File: src/hw/rtl/sc1a_pkg.sv
// sc1a_pkg: scancode codes, output widths and the set-1 key tables
// no dependencies; used by the channel interfaces, the decoder and its checker
package sc1a_pkg;

  localparam int unsigned SCAN_W = 8;
  localparam int unsigned CHAR_W = 7;
  localparam int unsigned TABLE_LEN = 58;
  localparam int unsigned IDX_W = $clog2(TABLE_LEN);

  // scancodes with a meaning of their own
  localparam logic [SCAN_W-1:0] SC_PREFIX       = 8'hE0;
  localparam logic [SCAN_W-1:0] SC_LSHIFT_MAKE  = 8'h2A;
  localparam logic [SCAN_W-1:0] SC_RSHIFT_MAKE  = 8'h36;
  localparam logic [SCAN_W-1:0] SC_LSHIFT_BREAK = 8'hAA;
  localparam logic [SCAN_W-1:0] SC_RSHIFT_BREAK = 8'hB6;
  localparam logic [SCAN_W-1:0] SC_CTRL_MAKE    = 8'h1D;
  localparam logic [SCAN_W-1:0] SC_CTRL_BREAK   = 8'h9D;
  localparam logic [SCAN_W-1:0] SC_UP           = 8'h48;
  localparam logic [SCAN_W-1:0] SC_DOWN         = 8'h50;
  localparam logic [SCAN_W-1:0] SC_RIGHT        = 8'h4D;
  localparam logic [SCAN_W-1:0] SC_LEFT         = 8'h4B;

  // characters of the arrow escape sequence
  localparam logic [CHAR_W-1:0] CH_ESC     = 7'h1B;
  localparam logic [CHAR_W-1:0] CH_BRACKET = 7'h5B;
  localparam logic [CHAR_W-1:0] CH_UP      = 7'h41;
  localparam logic [CHAR_W-1:0] CH_DOWN    = 7'h42;
  localparam logic [CHAR_W-1:0] CH_RIGHT   = 7'h43;
  localparam logic [CHAR_W-1:0] CH_LEFT    = 7'h44;
  localparam logic [CHAR_W-1:0] CH_NONE    = 7'h00;
  localparam logic [CHAR_W-1:0] CTRL_MASK  = 7'h1F;

  // unshifted key table, zero for keys with no character
  function automatic logic [CHAR_W-1:0] plain_char(input logic [IDX_W-1:0] idx);
    logic [CHAR_W-1:0] c;
    unique case (idx)
      6'd2:  c = 7'h31;  6'd3:  c = 7'h32;  6'd4:  c = 7'h33;  6'd5:  c = 7'h34;
      6'd6:  c = 7'h35;  6'd7:  c = 7'h36;  6'd8:  c = 7'h37;  6'd9:  c = 7'h38;
      6'd10: c = 7'h39;  6'd11: c = 7'h30;  6'd12: c = 7'h2D;  6'd13: c = 7'h3D;
      6'd14: c = 7'h08;
      6'd16: c = 7'h71;  6'd17: c = 7'h77;  6'd18: c = 7'h65;  6'd19: c = 7'h72;
      6'd20: c = 7'h74;  6'd21: c = 7'h79;  6'd22: c = 7'h75;  6'd23: c = 7'h69;
      6'd24: c = 7'h6F;  6'd25: c = 7'h70;  6'd26: c = 7'h5B;  6'd27: c = 7'h5D;
      6'd28: c = 7'h0A;
      6'd30: c = 7'h61;  6'd31: c = 7'h73;  6'd32: c = 7'h64;  6'd33: c = 7'h66;
      6'd34: c = 7'h67;  6'd35: c = 7'h68;  6'd36: c = 7'h6A;  6'd37: c = 7'h6B;
      6'd38: c = 7'h6C;  6'd39: c = 7'h3B;  6'd40: c = 7'h27;  6'd41: c = 7'h60;
      6'd43: c = 7'h5C;  6'd44: c = 7'h7A;  6'd45: c = 7'h78;  6'd46: c = 7'h63;
      6'd47: c = 7'h76;  6'd48: c = 7'h62;  6'd49: c = 7'h6E;  6'd50: c = 7'h6D;
      6'd51: c = 7'h2C;  6'd52: c = 7'h2E;  6'd53: c = 7'h2F;  6'd55: c = 7'h2A;
      6'd57: c = 7'h20;
      default: c = CH_NONE;
    endcase
    return c;
  endfunction

  // shifted key table
  function automatic logic [CHAR_W-1:0] upper_char(input logic [IDX_W-1:0] idx);
    logic [CHAR_W-1:0] c;
    unique case (idx)
      6'd2:  c = 7'h21;  6'd3:  c = 7'h40;  6'd4:  c = 7'h23;  6'd5:  c = 7'h24;
      6'd6:  c = 7'h25;  6'd7:  c = 7'h5E;  6'd8:  c = 7'h26;  6'd9:  c = 7'h2A;
      6'd10: c = 7'h28;  6'd11: c = 7'h29;  6'd12: c = 7'h5F;  6'd13: c = 7'h2B;
      6'd14: c = 7'h08;
      6'd16: c = 7'h51;  6'd17: c = 7'h57;  6'd18: c = 7'h45;  6'd19: c = 7'h52;
      6'd20: c = 7'h54;  6'd21: c = 7'h59;  6'd22: c = 7'h55;  6'd23: c = 7'h49;
      6'd24: c = 7'h4F;  6'd25: c = 7'h50;  6'd26: c = 7'h7B;  6'd27: c = 7'h7D;
      6'd28: c = 7'h0A;
      6'd30: c = 7'h41;  6'd31: c = 7'h53;  6'd32: c = 7'h44;  6'd33: c = 7'h46;
      6'd34: c = 7'h47;  6'd35: c = 7'h48;  6'd36: c = 7'h4A;  6'd37: c = 7'h4B;
      6'd38: c = 7'h4C;  6'd39: c = 7'h3A;  6'd40: c = 7'h22;  6'd41: c = 7'h7E;
      6'd43: c = 7'h7C;  6'd44: c = 7'h5A;  6'd45: c = 7'h58;  6'd46: c = 7'h43;
      6'd47: c = 7'h56;  6'd48: c = 7'h42;  6'd49: c = 7'h4E;  6'd50: c = 7'h4D;
      6'd51: c = 7'h3C;  6'd52: c = 7'h3E;  6'd53: c = 7'h3F;  6'd55: c = 7'h2A;
      6'd57: c = 7'h20;
      default: c = CH_NONE;
    endcase
    return c;
  endfunction

endpackage

File: src/hw/rtl/sc1a_scan_if.sv
// sc1a_scan_if: valid/ready channel carrying one raw scancode byte per beat
// depends on sc1a_pkg for the byte width
interface sc1a_scan_if;
  logic                          valid;
  logic                          ready;
  logic [sc1a_pkg::SCAN_W-1:0]   scan_byte;

  modport source (output valid, output scan_byte, input ready);
  modport sink   (input valid, input scan_byte, output ready);
endinterface

File: src/hw/rtl/sc1a_char_if.sv
// sc1a_char_if: valid/ready channel carrying one ascii byte and a last flag per beat
// depends on sc1a_pkg for the character width
interface sc1a_char_if;
  logic                          valid;
  logic                          ready;
  logic [sc1a_pkg::CHAR_W-1:0]   char_byte;
  logic                          last;

  modport source (output valid, output char_byte, output last, input ready);
  modport sink   (input valid, input char_byte, input last, output ready);
endinterface

File: src/hw/rtl/scancode_set1_to_ascii_unit.sv
// scancode_set1_to_ascii_unit: set-1 scancode to ascii decoder
// depends on sc1a_pkg, sc1a_scan_if and sc1a_char_if
//
// scan carries one raw scancode byte per beat; ascii returns zero to three
// bytes per scancode, with last set on the final byte of each run. Modifier
// and prefix bytes, break codes and keys with no character give no beat.
// An arrow key after the E0 prefix gives ESC, '[' and a letter.
// A scancode is taken into an input register, decoded combinationally from
// it and loaded into the result register once that is free, which then shows
// its first byte. The result register steps through the bytes of a run, one
// per cycle while the receiver is ready: a new scancode giving one byte or
// none can be taken every cycle, an arrow sequence occupies the result
// register for its three bytes. The input register can take one byte while a
// result waits. When the receiver stalls, the shown beat holds, the input
// register fills and scan.ready drops until the result register frees.
// Reset empties both registers and clears the shift, ctrl and prefix flags.
module scancode_set1_to_ascii_unit (
  input  logic         clk,
  input  logic         rst,
  sc1a_scan_if.sink    scan,
  sc1a_char_if.source  ascii
);

  typedef struct packed {
    logic                        shift;
    logic                        ctrl;
    logic                        prefix;
    logic                        emit;
    logic                        arrow;
    logic [sc1a_pkg::CHAR_W-1:0] ch;
  } decode_t;

  logic                        in_valid;
  logic [sc1a_pkg::SCAN_W-1:0] in_byte;
  logic                        shift_held;
  logic                        ctrl_held;
  logic                        prefix_seen;
  logic [1:0]                  remain;
  logic [1:0]                  remain_next;
  logic [sc1a_pkg::CHAR_W-1:0] run_char;
  decode_t                     dec;
  logic                        out_free;
  logic                        load;
  logic [sc1a_pkg::CHAR_W-1:0] looked_up;
  logic                        is_letter;

  always_comb begin
    looked_up = shift_held ? sc1a_pkg::upper_char(in_byte[sc1a_pkg::IDX_W-1:0])
                           : sc1a_pkg::plain_char(in_byte[sc1a_pkg::IDX_W-1:0]);
    is_letter = (looked_up >= 7'h61 && looked_up <= 7'h7A) ||
                (looked_up >= 7'h41 && looked_up <= 7'h5A);
  end

  always_comb begin
    dec.shift  = shift_held;
    dec.ctrl   = ctrl_held;
    dec.prefix = prefix_seen;
    dec.emit   = 1'b0;
    dec.arrow  = 1'b0;
    dec.ch     = sc1a_pkg::CH_NONE;
    priority if (in_byte == sc1a_pkg::SC_PREFIX) begin
      dec.prefix = 1'b1;
    end else if (in_byte == sc1a_pkg::SC_LSHIFT_MAKE ||
                 in_byte == sc1a_pkg::SC_RSHIFT_MAKE) begin
      dec.shift = 1'b1;
    end else if (in_byte == sc1a_pkg::SC_LSHIFT_BREAK ||
                 in_byte == sc1a_pkg::SC_RSHIFT_BREAK) begin
      dec.shift = 1'b0;
    end else if (in_byte == sc1a_pkg::SC_CTRL_MAKE) begin
      dec.ctrl = 1'b1;
    end else if (in_byte == sc1a_pkg::SC_CTRL_BREAK) begin
      dec.ctrl = 1'b0;
    end else if (in_byte[sc1a_pkg::SCAN_W-1]) begin
      dec.prefix = 1'b0;
    end else if (prefix_seen) begin
      dec.prefix = 1'b0;
      dec.arrow  = 1'b1;
      priority if (in_byte == sc1a_pkg::SC_UP) begin
        dec.emit = 1'b1;
        dec.ch   = sc1a_pkg::CH_UP;
      end else if (in_byte == sc1a_pkg::SC_DOWN) begin
        dec.emit = 1'b1;
        dec.ch   = sc1a_pkg::CH_DOWN;
      end else if (in_byte == sc1a_pkg::SC_RIGHT) begin
        dec.emit = 1'b1;
        dec.ch   = sc1a_pkg::CH_RIGHT;
      end else if (in_byte == sc1a_pkg::SC_LEFT) begin
        dec.emit = 1'b1;
        dec.ch   = sc1a_pkg::CH_LEFT;
      end else begin
        dec.emit = 1'b0;
      end
    end else if (in_byte < sc1a_pkg::SCAN_W'(sc1a_pkg::TABLE_LEN)) begin
      dec.emit = (looked_up != sc1a_pkg::CH_NONE);
      // ctrl turns a letter into its control code
      dec.ch   = (ctrl_held && is_letter) ? (looked_up & sc1a_pkg::CTRL_MASK)
                                          : looked_up;
    end else begin
      dec.emit = 1'b0;
    end
  end

  // result register can take a new run when it is empty or its current run ends this cycle
  assign out_free   = (remain == 2'd0) || (remain == 2'd1 && ascii.ready);
  assign load       = in_valid && out_free;
  assign scan.ready = !in_valid || out_free;

  always_comb begin
    if (load) begin
      remain_next = dec.emit ? (dec.arrow ? 2'd3 : 2'd1) : 2'd0;
    end else if (remain != 2'd0 && ascii.ready) begin
      remain_next = remain - 2'd1;
    end else begin
      remain_next = remain;
    end
  end

  always_ff @(posedge clk) begin
    if (rst) begin
      in_valid    <= 1'b0;
      shift_held  <= 1'b0;
      ctrl_held   <= 1'b0;
      prefix_seen <= 1'b0;
      remain      <= 2'd0;
    end else begin
      if (scan.valid && scan.ready) begin
        in_valid <= 1'b1;
      end else if (load) begin
        in_valid <= 1'b0;
      end
      if (load) begin
        shift_held  <= dec.shift;
        ctrl_held   <= dec.ctrl;
        prefix_seen <= dec.prefix;
      end
      remain <= remain_next;
    end
  end

  always_ff @(posedge clk) begin
    if (scan.valid && scan.ready) begin
      in_byte <= scan.scan_byte;
    end
    if (load) begin
      run_char <= dec.ch;
    end
  end

  assign ascii.valid = (remain != 2'd0);
  assign ascii.last  = (remain == 2'd1);

  always_comb begin
    unique case (remain)
      2'd3:    ascii.char_byte = sc1a_pkg::CH_ESC;
      2'd2:    ascii.char_byte = sc1a_pkg::CH_BRACKET;
      default: ascii.char_byte = run_char;
    endcase
  end

endmodule

File: src/flat_wrapper.sv
// flat-port wrapper written by rule: the top's interface ports become plain ports
module scancode_set1_to_ascii_unit_flat 
  (clk, rst, scan_valid, scan_scan_byte, scan_ready, ascii_valid, ascii_char_byte, ascii_last, ascii_ready);
  sc1a_scan_if scan_i ();
  sc1a_char_if ascii_i ();
  input  logic clk;
  input  logic rst;
  input wire logic [$bits(scan_i.valid)-1:0] scan_valid;
  input wire logic [$bits(scan_i.scan_byte)-1:0] scan_scan_byte;
  output wire logic [$bits(scan_i.ready)-1:0] scan_ready;
  output wire logic [$bits(ascii_i.valid)-1:0] ascii_valid;
  output wire logic [$bits(ascii_i.char_byte)-1:0] ascii_char_byte;
  output wire logic [$bits(ascii_i.last)-1:0] ascii_last;
  input wire logic [$bits(ascii_i.ready)-1:0] ascii_ready;
  assign scan_i.valid = scan_valid;
  assign scan_i.scan_byte = scan_scan_byte;
  assign scan_ready = scan_i.ready;
  assign ascii_valid = ascii_i.valid;
  assign ascii_char_byte = ascii_i.char_byte;
  assign ascii_last = ascii_i.last;
  assign ascii_i.ready = ascii_ready;
  scancode_set1_to_ascii_unit u_core (.clk(clk), .rst(rst), .scan(scan_i), .ascii(ascii_i));
endmodule
File: config.mk
export PLATFORM = sky130hd
export DESIGN_NAME = scancode_set1_to_ascii_unit_flat
export DESIGN_NICKNAME = d
export VERILOG_FILES = /design/src/hw/rtl/sc1a_pkg.sv /design/src/hw/rtl/sc1a_scan_if.sv /design/src/hw/rtl/sc1a_char_if.sv /design/src/hw/rtl/scancode_set1_to_ascii_unit.sv /design/src/flat_wrapper.sv
export SDC_FILE = /design/constraint.sdc
export NUM_CORES = 1
export LEC_CHECK = 0
export BUFFER_PORTS_ARGS = -buffer_cell sky130_fd_sc_hd__buf_2
export CAP_MARGIN = 20
export CELL_PAD_IN_SITES_DETAIL_PLACEMENT = 1
export CELL_PAD_IN_SITES_GLOBAL_PLACEMENT = 1
export CORE_ASPECT_RATIO = 0.9
export CORE_MARGIN = 1.5
export CORE_UTILIZATION = 29
export DETAILED_ROUTE_END_ITERATION = 6
export MAX_ROUTING_LAYER = met4
export PLACE_DENSITY = 0.64
export SLEW_MARGIN = 25
export SYNTH_ARGS = -nofsm -noshare
export SYNTH_HDL_FRONTEND = slang
export SYNTH_SLANG_ARGS = --single-unit
File: constraint.sdc
create_clock -name clk -period 4.6 [get_ports clk]
set_input_delay 0.92 -clock clk [delete_from_list [all_inputs] [get_ports clk]]
set_output_delay 0.92 -clock clk [all_outputs]
set_load 0.02 [all_outputs]
==> key figures <==
Layout
  – Layout cells sized above 1: 14.0%
  – Commonest non-fill, non-tap cell in the layout: a21oi_1
  – Fin util: 32.7%
  – Antenna diodes: 0
  – Cell area after layout: 3750 um^2
  – Layout area overhead: 9.02%
  – Commonest cells after routing, fill and taps aside: a21oi_1, nand2_1, nor2_1, mux2i_1, buf_2
  – Nets: 455

Worst setup path
  – Critical R2R Launch: u_core.in_byte[2]$_DFFE_PN_
  – Reg2Reg Setup Slack: 1.27 ns
  – Critical path fanouts, max: 20
  – CP Launch Type: flip-flop
  – CP Cell Sequence: clkinv_1 > mux2i_4 > inv_2 > ha_1 > o21ai_0 > o32ai_1 > a22o_1
  – Crit. End Element: flip-flop
  – Crit Path Class: reg -> reg
  – Critical Path AT: 3.48 ns
  – Worst path slowest cell: edfxtp_1
  – CP peak stage delay: 0.82 ns
  – Crit. Startpoint: u_core.in_byte[2]$_DFFE_PN_
  – Reg2Reg Depth: 7
  – Req. time, crit path: 4.76 ns

Power and ir drop
  – VDD IR max: 0.139 mV
  – PD cells: 342 nW/um^2
  – Net Sw Power: 0.514 mW
  – Int Pwr: 0.767 mW
  – Part of the total power dissipated in the clock network: 25.3%
  – Leakage: 1.38 nW
  – Net Sw Frac: 40.1%
  – Comb pwr share: 40.9%
  – Flop pwr share: 33.8%

Logic synthesis
  – Avg Synthesized Cell Area: 7.98 um^2
  – Yosys warnings: 0
  – Sequential area share after synthesis: 24.7%
  – Gate Count Post-Synth: 431
  – Synthesized area: 3440 um^2
  – Asr flop ratio synth: 0%
  – Post-synth EDFFs: 15
  – Library cells used by synthesis: 62
  – Mapped Nets: 458
  – Primary FF master, synth: dfxtp_1
  – Yosys reg bits: 35

Floorplanning
  – Row count: 37
  – I/O pins: 22
  – Die height: 106 um
  – Floorplan core area: 11500 um^2
  – Die Span X: 118 um
  – Initial core utilization: 30.0%
  – DIE AREA: 12500 um^2

STA
  – Endpoints failing hold: 0
  – Fin crit share: 72.3%
  – Final setup vio count: 0
  – Slew Viols, Final: 0
  – RSZ-0062 raised after global routing: no
  – Fmax: 301 MHz
  – Post-route setup TNS: 0 ns
  – Worst setup margin: 1.27 ns
  – Slew @ Worst Pin: 0.997 ns
  – Final min period: 3.33 ns
  – Relative slew slack: 33.5%
  – Layout Skew: 0.00510 ns

Drt
  – Routed Antenna Nets: 0
  – DR iter-0 viols: 302
  – Drt via density: 6.01
  – DRC errors left: 0
  – Routed len/inst: 21.4 um
  – Drt pass-1 iters: 5
  – Routed via count: 3515
  – Post-Route WL: 12.5 mm

Clock network
  – Clock latency on the worst-skew pair: 0.28 ns
  – Clock Sinks: 35
  – Hold Buf Count CTS: 0
  – Maximum clock path buffer count: 2
  – Worst-path clk slew: 0.06 ns
  – H-tree lvl count: 2
  – Clk root buf: clkbuf_16
  – Setup bufs post-CTS: 0
  – Post-CTS sizing: 0
  – TritonCTS clock tree: yes
  – Num CTS Buffers: 5

Place
  – Post-DP HPWL: 9.20 mm
  – I/O Buffers: 21
  – Placed inst area: 3610 um^2
  – Post-Place Worst Slack: 1.06 ns
  – RD Place Congestion: 1.00

Min path
  – Hold Path Cell Cnt: 2
  – Worst hold path class: reg -> reg
  – Hold endpoint: u_core.remain[1]$_SDFFE_PP0P_
  – Worst hold start: u_core.remain[1]$_SDFFE_PP0P_

Global route
  – Number of global-route vias before repair: 3523
  – Initial antenna violation count: 0
  – Largest net degree at the start of global routing: 41
  – Gr usage total: 20.5%
  – Gr ovfl total: 0
  – First-pass GRT wire length: 19.9 mm

Run
  – Max-cap violations: 0

Run status
  – Status: complete, no violations
==> through the flow <==
stage | power (mW) | instances | hold WS (ns)
finish | 1.28 | 585 | 0.538
global placement | 0.942 | 577 | 0.515
detailed placement | 0.951 | 577 | 0.531
CTS | 1.28 | 585 | 0.535
floorplan | 0.797 | 431 | 0.482
global route | 1.35 | 585 | 0.591
==> cells by family (layout without fill, tap and decap cells) <==
group / after synthesis / count (layout) / synth area share, %
AOI/OAI and AO/OA: 134 / 134 / 27.3
xor gates and xnor gates: 7 / 7 / 1.78
adders and majority gates: 15 / 15 / 5.46
buffers and inverters: 56 / 54 / 6.95
DFF: 35 / 35 / 24.7
muxes: 36 / 36 / 12.0
and+or+nand+nor: 148 / 148 / 21.8
==> cells in the mapped netlist (4+ instances only) <==
library cell / instances / area [um^2]
a31oi_1: 8 / 50.1
o21ai_0: 18 / 90.1
buf_2: 8 / 40.0
a22o_1: 4 / 35.0
nand4_1: 4 / 25.0
xor2_1: 6 / 52.6
nand2b_1: 7 / 43.8
dfxtp_1: 20 / 400
o221ai_1: 6 / 52.6
o311ai_0: 7 / 61.3
nor3_1: 12 / 60.1
mux2_2: 12 / 135
ha_1: 15 / 188
nor2_1: 34 / 128
a31o_2: 4 / 35.0
edfxtp_1: 15 / 450
o21a_1: 4 / 30.0
a32oi_1: 4 / 35.0
and3_1: 5 / 31.3
o211ai_1: 6 / 45.0
a21oi_1: 36 / 180
nor4_1: 7 / 43.8
nor2b_1: 7 / 43.8
inv_1: 18 / 67.6
nand2_1: 34 / 128
nand3_1: 11 / 55.1
nor3b_1: 4 / 30.0
or3_1: 11 / 68.8
clkbuf_1: 21 / 78.8
mux2i_1: 21 / 210
==> routing by layer <==
layer | vias to the layer above | track usage (%) | part of all wire, %
met1 | 1724 | 27.4 | 47
met5 | - | - | 0
met4 | 0 | 6.79 | 3.4
met3 | 33 | 2.36 | 5.2
li1 | 1615 | - | -
met2 | 143 | 32.6 | 45
==> critical path: cells and delay by family (launching register included) <==
| family | cells | cell delay (ns) |
|---|---|---|
| compound gates | 3 | 0.59 |
| fa+ha+maj | 1 | 0.32 |
| buf+inv | 2 | 0.83 |
| flops | 1 | 0.82 |
| mux | 1 | 0.63 |
==> power by group through the flow <==
stage | combinational [mW] | sequential, mW | clock, mW
2_1_floorplan | 0.389 | 0.408 | 0
3_3_place_gp | 0.505 | 0.437 | 0
3_5_place_dp | 0.512 | 0.438 | 0
4_1_cts | 0.516 | 0.432 | 0.330
5_1_grt | 0.568 | 0.440 | 0.340
6_report | 0.523 | 0.433 | 0.324
==> worst max-delay path by stage <==
stage                 to
6_report       flip-flop
3_3_place_gp   flip-flop
5_1_grt        flip-flop
2_1_floorplan  flip-flop
4_1_cts        flip-flop
3_5_place_dp   flip-flop
==> final cells by class <==
class                   instances  area [um^2]
clock buffers                   6          129
clock inverters                 2         11.3
fillers                      1398         7730
inverters                      21         78.8
multi-input cells             340         2350
flip-flops and latches         35          851
well taps                     156          195
repair buffers                 25          135
(Power assumes the default switching activity.)
